## src/sv/hawa_pkg.sv

```systemverilog
// Package: types, constants and register indexes for the hang/attack-wait AGC.
package hawa_pkg;
  localparam int SAMPLE_BITS = 16;
  localparam int SB = SAMPLE_BITS;
  localparam int CFG_IDX_W = 3;
  localparam int CFG_DATA_W = 32;
  localparam int FIFO_DEPTH = 2;

  localparam logic [31:0] GAIN_RESET = 32'd65536;

  localparam logic [CFG_IDX_W-1:0] REG_REFERENCE   = 3'd0;
  localparam logic [CFG_IDX_W-1:0] REG_ATTACK      = 3'd1;
  localparam logic [CFG_IDX_W-1:0] REG_DECAY       = 3'd2;
  localparam logic [CFG_IDX_W-1:0] REG_MAX_GAIN    = 3'd3;
  localparam logic [CFG_IDX_W-1:0] REG_HANG        = 3'd4;
  localparam logic [CFG_IDX_W-1:0] REG_ATTACK_WAIT = 3'd5;
  localparam logic [CFG_IDX_W-1:0] REG_ALPHA       = 3'd6;
  localparam logic [CFG_IDX_W-1:0] REG_INIT_GAIN   = 3'd7;

  typedef struct packed {
    logic signed [SB-1:0] sample_in;
    logic                 block_start;
  } in_item_t;

  typedef struct packed {
    logic signed [SB-1:0] sample_out;
    logic [31:0]          gain_now;
  } out_item_t;

  // front-end classified item
  typedef struct packed {
    logic          start;
    logic          neg;
    logic [SB-1:0] mag;
  } work_t;

  typedef struct packed {
    logic [14:0] reference_level;
    logic [15:0] attack_coef;
    logic [15:0] decay_coef;
    logic [31:0] gain_ceiling;
    logic [14:0] hang_samples;
    logic [14:0] attack_wait_samples;
    logic [15:0] filter_alpha;
    logic [31:0] initial_gain;
  } cfg_t;

  typedef enum logic [3:0] {
    ST_IDLE, ST_DIV, ST_DECIDE, ST_MUL, ST_UPD, ST_FILT, ST_CLAMP, ST_SCALE, ST_OUT
  } back_state_e;
endpackage

```

## src/sv/hawa_front.sv

```systemverilog
// Front end: accepts items, classifies start and sign, passes magnitudes to the work queue.
module hawa_front (
  input  logic                clk_i,
  input  logic                rst_ni,
  input  logic                push,
  output logic                full,
  input  hawa_pkg::in_item_t  in_item_i,
  output logic                wr_valid_o,
  output hawa_pkg::work_t     wr_item_o,
  input  logic                wr_ready_i
);
  import hawa_pkg::*;

  logic started_q, started_d;
  logic acc;
  logic [SB-1:0] s;

  assign full = !wr_ready_i;
  assign acc  = push && wr_ready_i;
  assign wr_valid_o = acc;
  assign s = in_item_i.sample_in;

  always_comb begin
    wr_item_o.start = in_item_i.block_start || !started_q;
    wr_item_o.neg   = s[SB-1];
    wr_item_o.mag   = s[SB-1] ? (~s + 1'b1) : s;
    started_d = started_q | acc;
  end

  always_ff @(posedge clk_i or negedge rst_ni) begin
    if (!rst_ni) begin
      started_q <= 1'b0;
    end else begin
      started_q <= started_d;
    end
  end
endmodule

```

## src/sv/hawa_fifo.sv

```systemverilog
// Small queue between front end and back end, plus the result queue.
module hawa_fifo #(
  parameter int W = 18
) (
  input  logic         clk_i,
  input  logic         rst_ni,
  input  logic         wr_i,
  input  logic [W-1:0] wdata_i,
  output logic         ready_o,
  output logic         valid_o,
  output logic [W-1:0] rdata_o,
  input  logic         rd_i
);
  import hawa_pkg::*;

  logic [W-1:0] mem_q [FIFO_DEPTH];
  logic         wp_q, rp_q;
  logic [1:0]   cnt_q;
  logic         do_wr, do_rd;

  assign ready_o = (cnt_q != 2'd2);
  assign valid_o = (cnt_q != 2'd0);
  assign rdata_o = mem_q[rp_q];
  assign do_wr = wr_i && ready_o;
  assign do_rd = rd_i && valid_o;

  always_ff @(posedge clk_i) begin
    if (do_wr) begin
      mem_q[wp_q] <= wdata_i;
    end
  end

  always_ff @(posedge clk_i or negedge rst_ni) begin
    if (!rst_ni) begin
      wp_q <= 1'b0;
      rp_q <= 1'b0;
      cnt_q <= 2'd0;
    end else begin
      if (do_wr) wp_q <= ~wp_q;
      if (do_rd) rp_q <= ~rp_q;
      cnt_q <= cnt_q + {1'b0, do_wr} - {1'b0, do_rd};
    end
  end
endmodule

```

## src/sv/hawa_back.sv

```systemverilog
// Back end: serial divider, gain update, filter and output scaling.
module hawa_back (
  input  logic                clk_i,
  input  logic                rst_ni,
  input  hawa_pkg::cfg_t      cfg_i,
  input  logic                rd_valid_i,
  input  hawa_pkg::work_t     rd_item_i,
  output logic                rd_o,
  output logic                res_valid_o,
  output hawa_pkg::out_item_t res_o,
  input  logic                res_ready_i
);
  import hawa_pkg::*;

  back_state_e st_q, st_d;
  work_t       it_q;
  logic [31:0] gain_q;
  logic [SB-1:0] peak_q;
  logic [14:0] hang_q, wait_q;
  logic [31:0] g_q;
  logic [5:0]  cnt_q;
  logic [47:0] num_q;
  logic [32:0] rem_q;
  logic [31:0] div_q;
  logic        dodiv_q, upd_neg_q, do_upd_q;
  logic [31:0] err_q;
  logic [47:0] prod_q;
  logic [32:0] gsum_q;

  logic [SB-1:0] ref_s;
  logic [31:0]   ratio_sat;
  logic [32:0]   rem_sh;
  logic [31:0]   divisor;
  logic [47:0]   mulr;
  logic [15:0]   rate;
  logic [SB+31:0] smul;
  logic [SB+15:0] smag;
  logic [SB:0]    smag_c;
  logic [SB-1:0]  sout;

  assign ref_s = SB'(({9'd0, cfg_i.reference_level} << 8) >> (24 - SB));
  assign divisor = it_q.start ? gain_q : {{(32-SB){1'b0}}, it_q.mag};
  assign rem_sh = {rem_q[31:0], num_q[47]};
  assign ratio_sat = (div_q[31:SB] != '0 && it_q.start) ? '1 : div_q;
  assign rate = upd_neg_q ? cfg_i.attack_coef : cfg_i.decay_coef;
  assign mulr = 48'(err_q) * 48'(rate);
  assign smul = (SB+32)'(it_q.mag) * (SB+32)'(g_q);
  assign smag = smul[SB+31:16];
  always_comb begin
    smag_c = (smag > (SB+16)'(1) << SB) ? (SB+1)'(1) << SB : smag[SB:0];
    if (it_q.neg) begin
      sout = (smag_c > ((SB+1)'(1) << (SB-1))) ? {1'b1, {(SB-1){1'b0}}}
                                               : SB'(~smag_c + 1'b1);
    end else begin
      sout = (smag_c > ((SB+1)'(1) << (SB-1)) - 1'b1) ? {1'b0, {(SB-1){1'b1}}}
                                                       : smag_c[SB-1:0];
    end
  end

  assign rd_o = (st_q == ST_IDLE) && rd_valid_i;
  assign res_valid_o = (st_q == ST_OUT);
  assign res_o.sample_out = sout;
  assign res_o.gain_now = g_q;

  always_comb begin
    st_d = st_q;
    case (st_q)
      ST_IDLE:   if (rd_valid_i) st_d = ST_DIV;
      ST_DIV:    if (!dodiv_q || cnt_q == 6'd48) st_d = it_q.start ? ST_SCALE : ST_DECIDE;
      ST_DECIDE: st_d = ST_MUL;
      ST_MUL:    st_d = ST_UPD;
      ST_UPD:    st_d = ST_FILT;
      ST_FILT:   st_d = ST_CLAMP;
      ST_CLAMP:  st_d = ST_SCALE;
      ST_SCALE:  st_d = ST_OUT;
      ST_OUT:    if (res_ready_i) st_d = ST_IDLE;
      default:   st_d = ST_IDLE;
    endcase
  end

  always_ff @(posedge clk_i or negedge rst_ni) begin
    if (!rst_ni) begin
      st_q <= ST_IDLE;
      gain_q <= GAIN_RESET;
      peak_q <= '0;
      hang_q <= '0;
      wait_q <= '0;
    end else begin
      st_q <= st_d;
      case (st_q)
        ST_IDLE: begin
          if (rd_valid_i) begin
            it_q <= rd_item_i;
            cnt_q <= '0;
            num_q <= 48'({ref_s, 16'd0});
            rem_q <= '0;
            div_q <= '0;
            dodiv_q <= rd_item_i.start ? (gain_q != '0) : (rd_item_i.mag != '0);
          end
        end
        ST_DIV: begin
          if (dodiv_q && cnt_q != 6'd48) begin
            cnt_q <= cnt_q + 1'b1;
            num_q <= num_q << 1;
            if (rem_sh >= {1'b0, divisor}) begin
              rem_q <= rem_sh - {1'b0, divisor};
              div_q <= (div_q[31] ? 32'hFFFF_FFFF : {div_q[30:0], 1'b1});
            end else begin
              rem_q <= rem_sh;
              div_q <= (div_q[31] ? 32'hFFFF_FFFF : {div_q[30:0], 1'b0});
            end
          end else begin
            g_q <= gain_q;
            if (it_q.start) begin
              peak_q <= dodiv_q ? ratio_sat[SB-1:0] : '1;
              hang_q <= '0;
              wait_q <= '0;
            end
          end
        end
        ST_DECIDE: begin
          do_upd_q <= 1'b0;
          if (dodiv_q) begin
            if (div_q < gain_q) begin
              upd_neg_q <= 1'b1;
              err_q <= gain_q - div_q;
              if (peak_q < it_q.mag || wait_q != '0) begin
                if (peak_q < it_q.mag) peak_q <= it_q.mag;
                if (peak_q < it_q.mag) begin
                  if (cfg_i.attack_wait_samples != '0)
                    wait_q <= cfg_i.attack_wait_samples - 1'b1;
                  else begin
                    do_upd_q <= 1'b1;
                    hang_q <= cfg_i.hang_samples;
                  end
                end else wait_q <= wait_q - 1'b1;
              end else begin
                do_upd_q <= 1'b1;
                hang_q <= cfg_i.hang_samples;
              end
            end else begin
              upd_neg_q <= 1'b0;
              err_q <= div_q - gain_q;
              if (hang_q != '0) hang_q <= hang_q - 1'b1;
              else do_upd_q <= 1'b1;
            end
          end
        end
        ST_MUL: prod_q <= do_upd_q ? mulr : '0;
        ST_UPD: begin
          gsum_q <= upd_neg_q ? ({1'b0, g_q} - {1'b0, prod_q[47:16]})
                              : ({1'b0, g_q} + {1'b0, prod_q[47:16]});
          prod_q <= 48'(gain_q) * 48'(17'h10000 - {1'b0, cfg_i.filter_alpha});
        end
        ST_FILT: begin
          gsum_q <= ((gsum_q > {1'b0, cfg_i.gain_ceiling}) ? {1'b0, cfg_i.gain_ceiling}
                                                           : gsum_q)
                    + {1'b0, prod_q[47:16]};
        end
        ST_CLAMP: begin
          g_q <= gsum_q[32] ? 32'hFFFF_FFFF : gsum_q[31:0];
          gain_q <= gsum_q[32] ? 32'hFFFF_FFFF : gsum_q[31:0];
        end
        default: ;
      endcase
    end
  end
endmodule

```

## src/sv/hang_attack_wait_agc.sv

```systemverilog
// Top level: config registers, front end, work queue, back end, result queue.
//  channel | handshake     | payload
//  input   | push / full   | in_item_i  (sample_in, block_start)
//  result  | empty / pop   | out_item_o (sample_out, gain_now)
//  config  | cfg_we_i      | cfg_idx_i, cfg_data_i
// A nonzero sample goes through the 48-step restoring divider and the gain update;
// a start item divides but skips the update, and a zero sample skips the division.
// Reset loads the gain with its reset value; writes of initial_gain never reach it.
// Input and result sides stall independently through two-entry queues; the back
// end holds a finished result until the result queue has room.
module hang_attack_wait_agc (
  input  logic                              clk_i,
  input  logic                              rst_ni,
  input  logic                              push,
  output logic                              full,
  input  hawa_pkg::in_item_t                in_item_i,
  output logic                              empty,
  input  logic                              pop,
  output hawa_pkg::out_item_t               out_item_o,
  input  logic                              cfg_we_i,
  input  logic [hawa_pkg::CFG_IDX_W-1:0]    cfg_idx_i,
  input  logic [hawa_pkg::CFG_DATA_W-1:0]   cfg_data_i
);
  import hawa_pkg::*;

  cfg_t cfg_q;
  logic wv, wr_rdy, qv, qrd, rv, rrdy, ovalid;
  work_t wi, qi;
  out_item_t ri;

  always_ff @(posedge clk_i or negedge rst_ni) begin
    if (!rst_ni) begin
      cfg_q <= '{15'd16384, 16'd655, 16'd66, 32'hFFFF_FFFF, 15'd192, 15'd0,
                 16'd847, 32'd65536};
    end else if (cfg_we_i) begin
      case (cfg_idx_i)
        REG_REFERENCE:   cfg_q.reference_level <= cfg_data_i[14:0];
        REG_ATTACK:      cfg_q.attack_coef <= cfg_data_i[15:0];
        REG_DECAY:       cfg_q.decay_coef <= cfg_data_i[15:0];
        REG_MAX_GAIN:    cfg_q.gain_ceiling <= cfg_data_i;
        REG_HANG:        cfg_q.hang_samples <= cfg_data_i[14:0];
        REG_ATTACK_WAIT: cfg_q.attack_wait_samples <= cfg_data_i[14:0];
        REG_ALPHA:       cfg_q.filter_alpha <= cfg_data_i[15:0];
        REG_INIT_GAIN:   cfg_q.initial_gain <= cfg_data_i;
        default: ;
      endcase
    end
  end

  hawa_front u_front (.clk_i, .rst_ni, .push, .full, .in_item_i,
    .wr_valid_o(wv), .wr_item_o(wi), .wr_ready_i(wr_rdy));

  hawa_fifo #(.W($bits(work_t))) u_wq (.clk_i, .rst_ni, .wr_i(wv), .wdata_i(wi),
    .ready_o(wr_rdy), .valid_o(qv), .rdata_o(qi), .rd_i(qrd));

  hawa_back u_back (.clk_i, .rst_ni, .cfg_i(cfg_q), .rd_valid_i(qv), .rd_item_i(qi),
    .rd_o(qrd), .res_valid_o(rv), .res_o(ri), .res_ready_i(rrdy));

  hawa_fifo #(.W($bits(out_item_t))) u_rq (.clk_i, .rst_ni, .wr_i(rv), .wdata_i(ri),
    .ready_o(rrdy), .valid_o(ovalid), .rdata_o(out_item_o), .rd_i(pop));

  assign empty = !ovalid;
endmodule

```

## config.mk

```make
export PLATFORM = sky130hd
export DESIGN_NAME = hang_attack_wait_agc
export DESIGN_NICKNAME = d
export VERILOG_FILES = /design/src/sv/hawa_pkg.sv /design/src/sv/hawa_front.sv /design/src/sv/hawa_fifo.sv /design/src/sv/hawa_back.sv /design/src/sv/hang_attack_wait_agc.sv
export SDC_FILE = /design/constraint.sdc
export NUM_CORES = 2
export LEC_CHECK = 0
export BUFFER_PORTS_ARGS = -buffer_cell sky130_fd_sc_hd__buf_2
export CAP_MARGIN = 0
export CORE_ASPECT_RATIO = 0.75
export CORE_UTILIZATION = 60
export CTS_BUF_LIST = sky130_fd_sc_hd__clkbuf_16
export DETAILED_ROUTE_END_ITERATION = 8
export MAX_ROUTING_LAYER = met4
export PLACE_DENSITY = 0.76
export SLEW_MARGIN = 20
export SYNTH_ARGS = -nofsm -noshare
export SYNTH_HDL_FRONTEND = slang
export SYNTH_HIERARCHICAL = 1
export SYNTH_SLANG_ARGS = --single-unit
```

## constraint.sdc

```tcl
create_clock -name clk_i -period 18.15 [get_ports clk_i]
set_clock_uncertainty 0.1 [all_clocks]
set_input_delay 0 -clock clk_i [delete_from_list [all_inputs] [get_ports clk_i]]
set_output_delay 0 -clock clk_i [all_outputs]
set_load 0.03 [all_outputs]
```

==> metrics.cfg <==
[global_route]
overflow = 0
grt_pass1_vias = 65410
antenna_found_initial = 14
grt.total_usage_pct = 38.04
grt_pass1_wl_mm = 392.2
grt_max_degree = 77

[clocking]
cts_sinks = 600
path_clk_slew_ns = 0.06
numCtsBuffers = 71
h-tree-depth = 3
cts_resized = 0
cts_root_buf = clkbuf_16
clk_latency_ns = 0.74
cts_tree = yes
cts_buffer_depth = 3

[critical_path]
reg2reg_slack_ns = 7.74
critPathLaunchType = flip-flop
cp_slowest_cell = edfxtp_1
max_stage_delay_ns = 1.05
crit_path_frequent_cell = fa_1
critPathArrivalTime_ns = 10.78
cp.required_ns = 18.51
worstPathMaxFanout = 19
cp-end-kind = flip-flop
crit_type = flip-flop to flip-flop

[timing]
rsz0062_at_grt = no
fin_crit_ns = 10.41
fin_setup_tns_ns = 0
worst_slew_margin_rel_pct = 15.17
worst_pin_slew_ns = 1.261
fin_crit_sh_pct = 57.37
finalHoldViolCount = 0
clock.fmax_mhz = 96.03
setup_violations = 0
maxSlewViolCount = 0

[place]
routabilityCongestion = 1.016
io_buffers = 106
place_inst = 10390
placed_area_um2 = 85440
hpwl_mm = 190.6

[final_layout]
regArea_um2 = 17000
multi_input_area_um2 = 58930
layout.cell_area.non_filler_um2 = 88810
fin_cells = 10630
nNetsFinal = 10650
drive_above_1_share_pct = 8.385
fill_cells = 11090
area_delta_synth_final_pct = 6.730

[routing]
drtAntennaViolNets = 0
via_count = 64440
drc = 0
via_per_inst = 6.065
drt-initial-drc-count = 7252
wl_per_cell_um = 24.09
dr.pass1.iters = 6
drt-total-wl_mm = 256.0

[die]
initial_core_util_pct = 60.86
chipWidth_um = 432.0
ios = 107
die_h_um = 324.5
dieArea_um2 = 140200
coreArea_um2 = 136700
rows = 117

[yosys]
syn_nets = 10690
avgSynthCellArea_um2 = 9.508
synthesis.area_um2 = 83210
syn_inst = 8752
yosys_warnings = 6

[run_status]
status = finished, final reports clean

[job]
maxCapViolCount = 0

[min_path]
hold_path_class = primary input to flip-flop

-- flip-flops by register name, summed over array words and instances (netlist names), 4 cells and up --
signal / count
u_back/it_q: 18
u_back/st_q: 4
u_back/cnt_q: 6
u_back/gain_q: 32
u_back/div_q: 32
u_back/prod_q: 32
u_back/wait_q: 15
cfg_q: 125
u_back/hang_q: 15
u_back/gsum_q: 33
u_back/num_q: 32
u_back/rem_q: 32
u_back/g_q: 32
u_back/err_q: 32
u_wq/mem_q: 36
u_rq/mem_q: 96
u_back/peak_q: 16
-- final cells by class --
class / instances / area share [%]
clock inverter: 59 / 0.6988
antenna: 15 / 0.04226
multi-input combinational: 6177 / 66.35
inverter: 1548 / 6.542
clock buffer: 71 / 2.000
timing repair buffer: 311 / 2.626
tap: 1844 / 2.598
sequential: 600 / 19.14
-- per-stage QoR --
step                      hold WS [ns]  util, %  setup WS [ns]
after floorplan                -0.3956        -          9.263
after global placement         -0.1111    62.48          8.351
after detailed placement       -0.1056    62.49          8.056
after CTS                     0.005636    64.88          8.034
after global routing           0.05288    64.95          7.390
final                          0.07070    64.96          7.737
-- path summary, 6_finish.rpt --
check | start | to | cells after the start
setup / recovery | u_back/g_q[7]$_DFFE_PP_ | u_rq/mem_q[1][34]$_DFFE_PP_ | 29
hold / removal | cfg_data_i[27] | cfg_q[105]$_DFFE_PN1P_ | 3
setup reg to reg | u_back/g_q[7]$_DFFE_PP_ | u_rq/mem_q[1][34]$_DFFE_PP_ | 29
hold reg to reg | u_back/num_q[45]$_SDFFCE_PN0P_ | u_back/num_q[46]$_SDFFCE_PN0P_ | 1
max in group asynchronous | rst_ni | cfg_q[74]$_DFFE_PN0P_ | 5
min in group asynchronous | rst_ni | cfg_q[102]$_DFFE_PN1P_ | 3
-- repair_timing --
item                      CTS  global route
hold endpoints to repair  308             0
hold buffers               86             0
setup buffers               0             0
-- worst max-delay path: cells and delay by family (launching register included) --
kind                       cells  cell delay, ns
AOI/OAI and AO/OA             10            2.88
adders and majority gates      8            3.78
buffers and inverters          3            0.15
DFF                            1            1.05
and+or+nand+nor                8            2.19
-- metal layers --
| metal | track usage (%) | wire length, um | vias up |
|---|---|---|---|
| met5 | - | 0 | - |
| met2 | 52.92 | 107500 | 3654 |
| met3 | 11.49 | 33080 | 566 |
| met1 | 53.54 | 106900 | 32510 |
| met4 | 11.16 | 8512 | 0 |
| li1 | - | - | 27710 |
-- cell usage in the layout, fill, tap and decap left out, types with 28 or more instances in the layout --
cell type / count
inv_1: 1556
mux2_2: 204
nor2b_1: 127
nor3_1: 85
ha_1: 593
buf_4: 118
o22ai_1: 50
dlygate4sd3_1: 85
and2_1: 426
nor4_1: 70
or3_1: 30
nor2_1: 327
xnor2_1: 173
a21o_1: 117
fa_1: 1286
o211ai_1: 28
edfxtp_1: 384
nand3_1: 65
and3_1: 36
nand2b_1: 75
mux2i_1: 86
dfstp_2: 51
a21oi_1: 244
clkbuf_16: 71
o21a_1: 47
o21ai_0: 266
nand2_1: 1284
a211oi_1: 36
nand4_1: 33
xor2_1: 78
buf_2: 105
dfrtp_1: 164
mux2_4: 29
Power is not shown: default switching activity piles up to over one toggle a cycle in this logic, so the estimate is an artifact.
